--- config.mk ---
export PLATFORM = sky130hd
export DESIGN_NAME = ntcsh_front
export DESIGN_NICKNAME = d
export VERILOG_FILES = /design/src/hw/rtl/ntcsh_pkg.sv /design/src/hw/rtl/ntcsh_front.sv
export SDC_FILE = /design/constraint.sdc
export NUM_CORES = 1
export LEC_CHECK = 0
export BUFFER_PORTS_ARGS = -buffer_cell sky130_fd_sc_hd__buf_2
export CELL_PAD_IN_SITES_DETAIL_PLACEMENT = 0
export CELL_PAD_IN_SITES_GLOBAL_PLACEMENT = 2
export CORE_MARGIN = 2
export CORE_UTILIZATION = 37
export CTS_CLUSTER_SIZE = 12
export DETAILED_ROUTE_END_ITERATION = 10
export GPL_TIMING_DRIVEN = 0
export PLACE_DENSITY = 0.75
export SYNTH_ARGS = -nofsm -noshare
export SYNTH_HDL_FRONTEND = slang
export SYNTH_SLANG_ARGS = --single-unit
--- constraint.sdc ---
create_clock -name clk_i -period 6.8 [get_ports clk_i]
set_input_delay 0.34 -clock clk_i [delete_from_list [all_inputs] [get_ports clk_i]]
set_output_delay 0.34 -clock clk_i [all_outputs]
set_load 0.05 [all_outputs]
--- src/hw/rtl/ntcsh_pkg.sv ---
package ntcsh_pkg;

  // field and datapath widths
  localparam int unsigned VoltW     = 23;
  localparam int unsigned NumW      = 43;
  localparam int unsigned DenW      = 22;
  localparam int unsigned RfW       = 20;
  localparam int unsigned CoefW     = 48;
  localparam int unsigned LimW      = 16;
  localparam int unsigned LnW       = 30;
  localparam int unsigned ExpW      = 6;
  localparam int unsigned MantW     = 31;
  localparam int unsigned FracSteps = 28;
  localparam int unsigned LogLat    = FracSteps + 3;
  localparam int unsigned PolyLat   = 6;
  localparam int unsigned DivW      = 64;
  localparam int unsigned CfgIdxW   = 3;

  // register indexes
  localparam logic [CfgIdxW-1:0] RegCoefA   = 3'd0;
  localparam logic [CfgIdxW-1:0] RegCoefB   = 3'd1;
  localparam logic [CfgIdxW-1:0] RegCoefC   = 3'd2;
  localparam logic [CfgIdxW-1:0] RegMode    = 3'd3;
  localparam logic [CfgIdxW-1:0] RegRf      = 3'd4;
  localparam logic [CfgIdxW-1:0] RegTempMin = 3'd5;
  localparam logic [CfgIdxW-1:0] RegTempMax = 3'd6;

  // circuit modes
  localparam logic [1:0] ModeBridge    = 2'd0;
  localparam logic [1:0] ModeDivTop    = 2'd1;
  localparam logic [1:0] ModeDivBottom = 2'd2;

  // circuit and conversion constants
  localparam logic signed [23:0] VrefUv      = 24'sd2500000;
  localparam logic signed [23:0] BridgeMidUv = 24'sd1250000;
  localparam logic [RfW-1:0]     BridgeROhms = 20'd100000;
  localparam logic [RfW-1:0]     RfReset     = 20'd10000;
  localparam logic signed [LimW-1:0] TempMinReset = -16'sd4000;
  localparam logic signed [LimW-1:0] TempMaxReset = 16'sd12500;
  localparam logic [31:0] Ln2Q32            = 32'd2977044472;
  localparam logic [DivW-1:0] KelvinNum     = 64'd7205759403792793600;
  localparam logic [15:0] KelvinOffsetCenti = 16'd27315;

  typedef enum logic [1:0] {
    StOk   = 2'd0,
    StVolt = 2'd1,
    StTemp = 2'd2
  } status_e;

  typedef struct packed {
    logic    vld;
    status_e st;
  } ctl_t;

endpackage

--- src/hw/rtl/ntcsh_front.sv ---
module ntcsh_front (
  input  logic                                 clk_i,
  input  logic                                 rst_ni,
  input  logic                                 en_i,
  input  logic                                 vld_i,
  input  logic signed [ntcsh_pkg::VoltW-1:0]   voltage_uv_i,
  input  logic [1:0]                           mode_i,
  input  logic [ntcsh_pkg::RfW-1:0]            rf_i,
  output ntcsh_pkg::ctl_t                      ctl_o,
  output logic [ntcsh_pkg::NumW-1:0]           num_o,
  output logic [ntcsh_pkg::DenW-1:0]           den_o
);

  logic signed [23:0]              v_ext;
  logic signed [23:0]              vn;
  logic [ntcsh_pkg::RfW-1:0]       mul_a_d, mul_a_q;
  logic [ntcsh_pkg::DenW-1:0]      mul_b_d, mul_b_q;
  logic [ntcsh_pkg::DenW-1:0]      den_d, den1_q, den2_q;
  logic                            in_rng;
  ntcsh_pkg::status_e              st_d;
  ntcsh_pkg::ctl_t                 ctl1_q, ctl2_q;
  logic [ntcsh_pkg::NumW-2:0]      prod;
  logic [ntcsh_pkg::NumW-1:0]      num_q;

  // range check and operand select per circuit
  always_comb begin
    v_ext   = {voltage_uv_i[ntcsh_pkg::VoltW-1], voltage_uv_i};
    vn      = v_ext + ntcsh_pkg::BridgeMidUv;
    mul_a_d = rf_i;
    mul_b_d = '0;
    den_d   = '0;
    in_rng  = 1'b0;
    unique case (mode_i)
      ntcsh_pkg::ModeBridge: begin
        in_rng  = (vn > 24'sd0) && (vn < ntcsh_pkg::VrefUv);
        mul_a_d = ntcsh_pkg::BridgeROhms;
        mul_b_d = 22'(ntcsh_pkg::VrefUv - vn);
        den_d   = 22'(vn);
      end
      ntcsh_pkg::ModeDivTop: begin
        in_rng  = (v_ext > 24'sd0) && (v_ext < ntcsh_pkg::VrefUv);
        mul_b_d = 22'(ntcsh_pkg::VrefUv - v_ext);
        den_d   = 22'(v_ext);
      end
      ntcsh_pkg::ModeDivBottom: begin
        in_rng  = (v_ext > 24'sd0) && (v_ext < ntcsh_pkg::VrefUv);
        mul_b_d = 22'(v_ext);
        den_d   = 22'(ntcsh_pkg::VrefUv - v_ext);
      end
      default: begin
        in_rng = 1'b0;
      end
    endcase
    priority if (!in_rng) begin
      st_d = ntcsh_pkg::StVolt;
    end else if (mul_a_d == '0) begin
      st_d = ntcsh_pkg::StTemp;
    end else begin
      st_d = ntcsh_pkg::StOk;
    end
  end

  assign prod = mul_a_q * mul_b_q;

  // valid and status stages
  always_ff @(posedge clk_i or negedge rst_ni) begin
    if (!rst_ni) begin
      ctl1_q <= '0;
      ctl2_q <= '0;
    end else if (en_i) begin
      ctl1_q <= '{vld: vld_i, st: st_d};
      ctl2_q <= ctl1_q;
    end
  end

  // operand and product stages
  always_ff @(posedge clk_i) begin
    if (en_i) begin
      mul_a_q <= mul_a_d;
      mul_b_q <= mul_b_d;
      den1_q  <= den_d;
      num_q   <= {1'b0, prod};
      den2_q  <= den1_q;
    end
  end

  assign ctl_o = ctl2_q;
  assign num_o = num_q;
  assign den_o = den2_q;

endmodule

==> results of run 1 <==
==> area by class of cell <==
class / instances / area [um^2] / share of cell area, %
Multi-Input combinational cell: 1583 / 16100 / 63.9
Sequential cell: 133 / 3960 / 15.8
Inverter: 431 / 1620 / 6.44
Timing Repair Buffer: 177 / 1140 / 4.52
Tap cell: 765 / 957 / 3.81
Buffer: 128 / 868 / 3.46
Clock buffer: 19 / 433 / 1.72
Clock inverter: 13 / 86.3 / 0.344
Antenna cell: 1 / 2.50 / 0.00996
==> kinds of logic after synthesis <==
| kind of cell | Yosys count | share of synthesized area (%) |
|---|---|---|
| AOI/OAI and AO/OA | 266 | 8.30 |
| buffers and inverters | 565 | 10.0 |
| and+or+nand+nor | 698 | 16.6 |
| xor gates and xnor gates | 94 | 3.82 |
| other | 1 | 0.0174 |
| DFF | 133 | 18.4 |
| muxes | 6 | 0.308 |
| adders and majority gates | 518 | 42.5 |
==> layer usage <==
| layer | track usage, % | routed length, um |
|---|---|---|
| met1 | 32.2 | 31500 |
| met2 | 36.4 | 30600 |
| met3 | 5.28 | 3980 |
| met4 | 7.68 | 2170 |
| met5 | 0 | 0 |
==> sequential cells by signal, summed over array words and instances (netlist names) <==
signal	flops
den_o	22
ctl_o	3
mul_a_q	20
num_o	42
mul_b_q	22
den1_q	21
ctl1_q	3
==> timing repair <==
action | 4_1_cts | 5_1_grt
cloned | 0 | 1
hold endpoints to repair | 6 | 0
pin swaps | 37 | 90
hold buffers | 1 | 0
resized for setup | 207 | 145
buffers inserted | 37 | 26
setup endpoints to repair | 22 | 17
==> per-stage QoR <==
step,setup TNS [ns],hold slack (ns),util (%)
2_1_floorplan,0,0.0444,-
4_1_cts,-0.610,0.0741,42.6
3_5_place_dp,-16.93,0.171,40.1
3_3_place_gp,-16.50,0.168,40.0
5_1_grt,-2.38,0.0965,43.6
6_report,-0.772,0.0990,43.6
==> worst max-delay path: cells and delay by family, from the launching register on <==
kind	cells	cell delay [ns]
buf+inv	6	0.59
simple gates	3	0.73
fa+ha+maj	8	3.81
compound gates	5	0.99
xor+xnor	1	0.13
flops	1	0.50
==> how the worst max path moves through the flow <==
stage	from	endpoint	slack, ns
after floorplan	mul_a_q[11]$_DFFE_PP_	num_o[40]$_DFFE_PP_	0.18
after global placement	mul_a_q[8]$_DFFE_PP_	num_o[40]$_DFFE_PP_	-1.47
after detailed placement	mul_a_q[5]$_DFFE_PP_	num_o[40]$_DFFE_PP_	-1.46
after CTS	mul_a_q[5]$_DFFE_PP_	num_o[40]$_DFFE_PP_	-0.19
after global routing	mul_a_q[5]$_DFFE_PP_	num_o[40]$_DFFE_PP_	-0.35
final	mul_a_q[8]$_DFFE_PP_	num_o[40]$_DFFE_PP_	-0.20
==> cells in the final DEF (no fill, tap or decap), types with 20 or more instances in the layout <==
cell | netlist | final
and2_1 | 249 | 233
fa_1 | 356 | 335
clkbuf_4 | 0 | 23
a21oi_1 | 82 | 69
nor2_1 | 74 | 73
a21o_1 | 26 | 25
clkbuf_1 | 118 | 40
nor3_1 | 22 | 21
inv_1 | 427 | 408
buf_2 | 4 | 123
ha_1 | 162 | 140
nand2_1 | 252 | 250
o21ai_0 | 52 | 44
inv_2 | 1 | 20
xnor2_1 | 65 | 64
xor2_1 | 29 | 29
edfxtp_1 | 127 | 127
ha_4 | 0 | 21
fa_2 | 0 | 21
buf_4 | 2 | 65
==> results.toml, run 1 <==
[global_routing]
grt_pass1_vias = 17100
grt.overflow.total = 0
grt_pass1_wl_mm = 104
antenna_found_initial = 2
grtUsageTotal_pct = 23.4
grt_max_degree = 80

[timing]
setup_ws_ns = -0.195
fin_skew_ns = 0.0110
max_freq_mhz = 143
period_needed_ns = 7.00
timing.final.hold_violations = 0
tightest_slew_ns = 0.887
slew_violations = 0
max_slew_margin_pct = 40.9
setup_viol = 6
post-route-period-util_pct = 103
rsz0062_at_grt = "true"

[setup_path]
max_stage_delay_ns = 0.58
r2r_slack_ns = -0.20
worst-path-max-fanout = 7
startpoint_type = "register"
crit_arrival_ns = 7.22
worstPathCellList = "buf_8, and2_1, fa_1, inv_1, fa_2, fa_1, inv_2, fa_1, fa_1, fa_1, inv_1, fa_1, inv_2, ha_4, nand4_1, or3_4, o21ai_4, a32oi_4, buf_12, o31ai_4, a221o_1, a21oi_2, xnor2_1"
critPathRequiredTime_ns = 7.02
r2r_cells = 23
crit_top_cell = "fa_1"
crit_slowest_cell = "fa_2"
timing.rr.start = "mul_a_q[8]$_DFFE_PP_"
crit_type = "register to register"
worst_r2r_endpoint = "num_o[40]$_DFFE_PP_"
end_kind = "register"

[yosys]
yosysUniqueCellTypes = 85
synthFlopType = "edfxtp_1"
yosysTopAreaCell = "fa_1"
synth_most_common_cell = "inv_1"
synthTopCellsByArea = "fa_1 (33%), edfxtp_1 (18%), ha_1 (9.4%), inv_1 (7.4%), and2_1 (7.2%)"
seq_area_frac_synth_pct = 18.4
syn_area_mm2 = 0.0215
syn_nets = 2848
async_reset_ff_share_pct = 4.51
synth_seq_cells = 133
ys_warn_count = 0
synth_enable_flop_cells = 127
syn_area_per_cell_um2 = 9.44
syn_inst = 2281
synth_top_area_share_pct = 33.1
ys_top_cells_by_count = "inv_1 (427), fa_1 (356), nand2_1 (252)"

[placement]
numPortBuffers = 111
hpwl_mm = 54.4
place_congestion = 0.934
post-place-ws_ns = -1.46
dpl.cell_count = 3158
place_area_mm2 = 0.0231

[run_status]
violations = "negative setup slack"
status = "finished with violations"

[worst_hold_path]
min_from = "vld_i"
worstHoldPathCells = 2
hp-class = "input pin to register"
min_to = "ctl1_q[2]$_DFFE_PN0P_"

[clock_tree]
cts_buffer_depth = 2
htreeDepth = 4
clk_latency_ns = 0.48
cts.clk_slew.worst_paths_ns = 0.06
cts_buffers = 17
cts_tree = "built"
cts_sinks = 133
cts_root_buf = "clkbuf_16"

[finish]
final_cells = 3250
drive_gt1_share_pct = 17.9
area_growth_pct = 16.7
fin_nets = 3038
n_fill_cell = 5652
fin_area_mm2 = 0.0251

[die]
core_area_mm2 = 0.0576
initial_core_util_pct = 37.4
die_w_um = 245
ios = 117
row_count = 88
dieArea_mm2 = 0.0601
die_height_um = 245

[drt]
ant_nets = 0
dr.pass1.iters = 5
avgViaCountPerCell = 5.02
drc_errors = 0
dr_total_vias = 16300
detail_route.wl_per_cell_um = 21.0
drt_iter0_drc = 907
wl_mm = 68.3

[job]
drv_cap = 0
Power of run 1 is left out: the tool's default activity adds up to more than one toggle a clock period on the data nets, which glitch-free logic cannot reach.
==> run 2, diff against run 1 <==
--- a/config.mk
+++ b/config.mk
@@ -8,7 +8,6 @@
 export BUFFER_PORTS_ARGS = -buffer_cell sky130_fd_sc_hd__buf_2
 export CELL_PAD_IN_SITES_DETAIL_PLACEMENT = 0
 export CELL_PAD_IN_SITES_GLOBAL_PLACEMENT = 2
-export CORE_MARGIN = 2
 export CORE_UTILIZATION = 37
 export CTS_CLUSTER_SIZE = 12
 export DETAILED_ROUTE_END_ITERATION = 10
==> results.toml, run 2 (same netlist as run 1, synthesis figures left out) <==
[run_status]
status = "finished with violations"
violations = "negative setup slack"

[worst_hold_path]
hp-class = "input pin to register"
worstHoldPathCells = 2
min_to = "ctl1_q[2]$_DFFE_PN0P_"
min_from = "vld_i"

[finish]
layout_common_cells = "inv_1 (404), fa_1 (334), nand2_1 (249)"
area_growth_pct = 16.7
final_common_cell = "inv_1"
fin_util_pct = 43.6
drive_gt1_share_pct = 17.6
n_fill_cell = 5733
largest_reg_flops = 42
fin_nets = 3033

[job]
drv_cap = 0

[timing]
slew_violations = 0
setup_viol = 4
hold_ws_ns = 0.0894
max_freq_mhz = 144
setup_ws_ns = -0.141
tightest_slew_ns = 0.851
rsz0062_at_grt = "true"
max_slew_margin_pct = 43.3
tns_ns = -0.282
fin_skew_ns = 0.0170
timing.final.hold_violations = 0
period_needed_ns = 6.94
post-route-period-util_pct = 102

[die]
initial_core_util_pct = 37.4
die_height_um = 243
dieArea_mm2 = 0.0591
die_w_um = 243
ios = 117
row_count = 88
core_area_mm2 = 0.0576

[clock_tree]
cts_root_buf = "clkbuf_16"
cts_sinks = 133
cts_buffers = 17
cts_tree = "built"
cts.clk_slew.worst_paths_ns = 0.06
clk_latency_ns = 0.49
htreeDepth = 4
cts_buffer_depth = 2

[setup_path]
timing.rr.start = "mul_a_q[7]$_DFFE_PP_"
r2r_slack_ns = -0.14
crit_arrival_ns = 7.17
crit_type = "register to register"
worst_r2r_endpoint = "num_o[40]$_DFFE_PP_"
worst-path-max-fanout = 6
critPathRequiredTime_ns = 7.03
end_kind = "register"
startpoint_type = "register"
r2r_cells = 22

[drt]
drc_errors = 0
avgViaCountPerCell = 5.03
wl_mm = 67.7
dr_total_vias = 16300
detail_route.wl_per_cell_um = 20.9
dr.pass1.iters = 5
drt_iter0_drc = 815
ant_nets = 0

[global_routing]
grt_pass1_vias = 17000
antenna_found_initial = 3
grtUsageTotal_pct = 23.5
grt_max_degree = 80
grt_pass1_wl_mm = 104
grt.overflow.total = 0

[placement]
place_congestion = 0.917
numPortBuffers = 111
post-place-ws_ns = -1.52
hpwl_mm = 54.0
run 2: per-stage QoR:
| stage | cell area (um^2) | instances |
|---|---|---|
| after detailed placement | 23100 | 3158 |
| after global placement | 23000 | 3157 |
| after CTS | 24700 | 3228 |
| after global routing | 25100 | 3244 |
| after floorplan | 21500 | 2281 |
| final | 25100 | 3247 |
run 2: per-layer routing:
layer  vias up  track usage, %  routed length, um
met3        69            3.66               2930
met5         -               0                 12
li1       7522               -                  -
met4         2            6.27               1330
met1      8363            33.2              32100
met2       382            37.5              31400
run 2: how the worst max path moves through the flow:
stage	from	end	cells past startpoint
floorplan	mul_a_q[11]$_DFFE_PP_	num_o[40]$_DFFE_PP_	25
global placement	mul_a_q[13]$_DFFE_PP_	num_o[40]$_DFFE_PP_	25
detailed placement	mul_a_q[13]$_DFFE_PP_	num_o[40]$_DFFE_PP_	25
CTS	mul_a_q[4]$_DFFE_PP_	num_o[40]$_DFFE_PP_	24
global route	mul_a_q[8]$_DFFE_PP_	num_o[40]$_DFFE_PP_	24
finish	mul_a_q[7]$_DFFE_PP_	num_o[40]$_DFFE_PP_	22
run 2: critical path: stages, from the launching register on:
cell and delay, ns:
edfxtp_1 0.51, buf_8 0.18, buf_4 0.13, and2_1 0.14, fa_2 0.52, inv_1 0.06, fa_2 0.54, fa_1 0.46
fa_2 0.54, inv_1 0.05, fa_2 0.52, fa_1 0.42, fa_1 0.50, ha_4 0.32, nand4_1 0.13, or3_4 0.40
o21ai_4 0.25, a32oi_4 0.15, buf_12 0.17, o31ai_4 0.26, a221o_1 0.23, a21oi_2 0.08, xnor2_2 0.13
run 2: timing repair:
item | CTS | global route
setup endpoints to repair | 22 | 15
pin swaps | 49 | 64
setup buffers | 40 | 17
hold buffers | 1 | 0
gates cloned | 1 | 0
resized for setup | 213 | 109
endpoints found under the hold margin | 6 | 0
run 2: cell type report:
cell class	instances	area, um^2	share of cell area (%)
multi-input cells	1583	16100	63.9
diodes	3	7.51	0.0299
clock buffers	21	460	1.83
plain buffers	129	827	3.29
inverters	431	1620	6.44
repair buffers	171	1110	4.41
flip-flops and latches	133	3960	15.8
clock inverters	11	129	0.513
well taps	765	957	3.81
Power of run 2 is left out for the same reason.
==> run 3, diff against run 2 <==
--- a/config.mk
+++ b/config.mk
@@ -5,14 +5,16 @@
 export SDC_FILE = /design/constraint.sdc
 export NUM_CORES = 1
 export LEC_CHECK = 0
+export ABC_AREA = 1
 export BUFFER_PORTS_ARGS = -buffer_cell sky130_fd_sc_hd__buf_2
 export CELL_PAD_IN_SITES_DETAIL_PLACEMENT = 0
 export CELL_PAD_IN_SITES_GLOBAL_PLACEMENT = 2
-export CORE_UTILIZATION = 37
+export CORE_UTILIZATION = 35
 export CTS_CLUSTER_SIZE = 12
 export DETAILED_ROUTE_END_ITERATION = 10
 export GPL_TIMING_DRIVEN = 0
 export PLACE_DENSITY = 0.75
+export RECOVER_POWER = 50
 export SYNTH_ARGS = -nofsm -noshare
 export SYNTH_HDL_FRONTEND = slang
 export SYNTH_SLANG_ARGS = --single-unit
==> constraint.sdc (replaced) <==
create_clock -name clk_i -period 6.8 [get_ports clk_i]
set_input_delay 0.34 -clock clk_i [delete_from_list [all_inputs] [get_ports clk_i]]
set_output_delay 0.34 -clock clk_i [all_outputs]
set_load 0.1 [all_outputs]
==> results.toml, run 3 <==
[setup_path]
crit_end = "num_o[34]$_DFFE_PP_"
crit_buf_inv = 5
cp_top_family = "adder cells"
startpoint_type = "register"
crit_top_cell = "fa_1"
crit_type = "register to register"
worst_r2r_endpoint = "num_o[34]$_DFFE_PP_"
critPathRequiredTime_ns = 7.02
crit_slowest_cell = "fa_1"
r2r_slack_ns = 0.16
timing.rr.start = "mul_a_q[13]$_DFFE_PP_"
worstPathCellList = "clkbuf_8, nand2_1, fa_1, inv_1, fa_1, fa_1, fa_1, fa_1, fa_1, inv_1, fa_1, inv_1, ha_1, a21o_1, nor2_1, a21boi_2, o21ai_1, a21oi_2, inv_2, a21oi_2, o21ai_0, xor2_1"
end_kind = "register"
path_depth = 22
crit_arrival_ns = 6.86
r2r_cells = 22
startpoint = "mul_a_q[13]$_DFFE_PP_"
max_stage_delay_ns = 0.60
worst-path-max-fanout = 10

[finish]
final_cells = 3824
diodes = 0
fin_nets = 3532
final-seq-area_mm2 = 0.00396
n_fill_cell = 6707
layout_common_cells = "inv_1 (780), nand2_1 (715), fa_1 (352)"
final_common_cell = "inv_1"
multiInputGateArea_mm2 = 0.0151
area_growth_pct = 12.5
drive_gt1_share_pct = 11.9
largest_reg_flops = 42

[die]
die_w_um = 255
initial_core_util_pct = 35.5
dieArea_mm2 = 0.0650
core_area_mm2 = 0.0631
ios = 117
die_height_um = 255
row_count = 92

[drt]
wl_mm = 77.8
drc_errors = 0
dr_total_vias = 18500
drt_iter0_drc = 1328
ant_nets = 0
avgViaCountPerCell = 4.83
detail_route.wl_per_cell_um = 20.3
dr.pass1.iters = 5

[global_routing]
grt_pass1_vias = 18900
grt.overflow.total = 0
grt_pass1_wl_mm = 116
grtUsageTotal_pct = 24.7
grt_max_degree = 79
antenna_found_initial = 0

[yosys]
async_reset_ff_share_pct = 4.51
synth_seq_cells = 133
synth_most_common_cell = "inv_1"
synth_top_area_share_pct = 31.8
syn_nets = 3385
ys_warn_count = 0
synthTopCellsByArea = "fa_1 (32%), edfxtp_1 (17%), inv_1 (13%), nand2_1 (12%), ha_1 (9.1%)"
syn_inst = 2818
syn_area_per_cell_um2 = 7.94
synthFlopType = "edfxtp_1"
synth_enable_flop_cells = 127
ys_top_cells_by_count = "inv_1 (782), nand2_1 (721), fa_1 (356)"
yosysTopAreaCell = "fa_1"
yosysUniqueCellTypes = 55
seq_area_frac_synth_pct = 17.7
syn_area_mm2 = 0.0224

[timing]
fin_skew_ns = 0.0168
max_slew_margin_pct = -198
slew_violations = 137
post-route-period-util_pct = 97.6
timing.final.hold_violations = 0
tightest_slew_ns = 4.47
setup_viol = 0
period_needed_ns = 6.64
max_freq_mhz = 151
rsz0062_at_grt = "true"

[clock_tree]
clk_latency_ns = 0.49
cts_buffer_depth = 2
cts_root_buf = "clkbuf_16"
cts.clk_slew.worst_paths_ns = 0.07
cts_buffers = 17
cts_tree = "built"
cts_sinks = 133
htreeDepth = 4

[job]
drv_cap = 2

[run_status]
status = "finished with violations"
violations = "max-capacitance violations, max-slew violations"

[placement]
dpl.cell_count = 3772
numPortBuffers = 107
hpwl_mm = 63.8
place_congestion = 0.934

[worst_hold_path]
hp-class = "input pin to register"
-- run 3: cell types whose count changed after synthesis, moves of 17 or more --
cell	previous run	this run
nand3_1	18	91
a31oi_1	12	31
nand2_1	252	721
and2_1	249	1
nor2_1	74	121
xnor2_1	65	15
a21o_1	26	4
inv_1	427	782
nor2b_1	19	0
clkbuf_1	118	101
-- run 3: metrics by stage --
| step | util, % | setup WS, ns | setup TNS [ns] | hold WS, ns | cell area (um^2) |
|---|---|---|---|---|---|
| after detailed placement | 38.1 | -0.829 | -11.32 | 0.170 | 24000 |
| after global routing | 39.9 | -0.0309 | -0.0320 | 0.0677 | 25200 |
| final | 39.9 | 0.163 | 0 | 0.0623 | 25200 |
| after CTS | 39.6 | -0.0237 | -0.0237 | 0.0272 | 25000 |
| after floorplan | - | 0.720 | 0 | 0.0444 | 22400 |
| after global placement | 38.0 | -0.865 | -11.51 | 0.168 | 24000 |
-- run 3: routing by layer --
layer / up-vias / track usage [%] / share of wire (%) / routed length, um
met5: - / 0 / 0 / 0
met4: 0 / 10.3 / 3.9 / 3020
met3: 106 / 4.70 / 7.0 / 5480
met2: 624 / 38.0 / 45 / 34900
met1: 9157 / 34.1 / 44 / 34400
li1: 8579 / - / - / -
-- run 3: worst register-to-register path: stages, from the launching register on --
cell and delay (ns):
edfxtp_1 0.52, clkbuf_8 0.29, nand2_1 0.09, fa_1 0.50
inv_1 0.08, fa_1 0.49, fa_1 0.60, fa_1 0.45
fa_1 0.42, fa_1 0.60, inv_1 0.07, fa_1 0.48
inv_1 0.04, ha_1 0.36, a21o_1 0.22, nor2_1 0.11
a21boi_2 0.17, o21ai_1 0.09, a21oi_2 0.27, inv_2 0.08
a21oi_2 0.17, o21ai_0 0.11, xor2_1 0.16
-- run 3: worst min path at each step --
stage	depth (start not counted)	from	end
final	3	vld_i	ctl1_q[2]$_DFFE_PN0P_
after global routing	3	vld_i	ctl1_q[2]$_DFFE_PN0P_
after CTS	3	vld_i	ctl1_q[2]$_DFFE_PN0P_
after detailed placement	1	rst_ni	ctl_o[0]$_DFFE_PN0P_
after global placement	1	rst_ni	ctl_o[0]$_DFFE_PN0P_
after floorplan	0	rst_ni	ctl1_q[0]$_DFFE_PN0P_
-- run 3: kinds of logic after synthesis --
logic type	count (synthesis)	share of synthesized area (%)
buffers and inverters	912	15.5
XOR/XNOR	53	2.07
other	1	0.0168
flip-flops	133	17.7
AO/OA/AOI/OAI	191	5.08
adder cells (fa/ha/maj)	518	40.9
AND/OR/NAND/NOR	1010	18.7
-- run 3: layout make-up --
cell class | count | area share, %
clock buffer | 17 | 1.69
multi-input combinational | 1773 | 60.1
sequential | 133 | 15.7
timing repair buffer | 130 | 2.79
inverter | 793 | 11.9
tap | 846 | 4.20
buffer | 117 | 3.01
clock inverter | 15 | 0.611
-- run 3: what timing repair did --
action,4_1_cts,5_1_grt
pin swaps,1,13
endpoints found under the setup margin,26,17
gates resized for setup,130,99
hold buffers,1,0
buffers inserted,11,10
endpoints found under the hold margin,6,0
Power of run 3 is left out for the same reason.
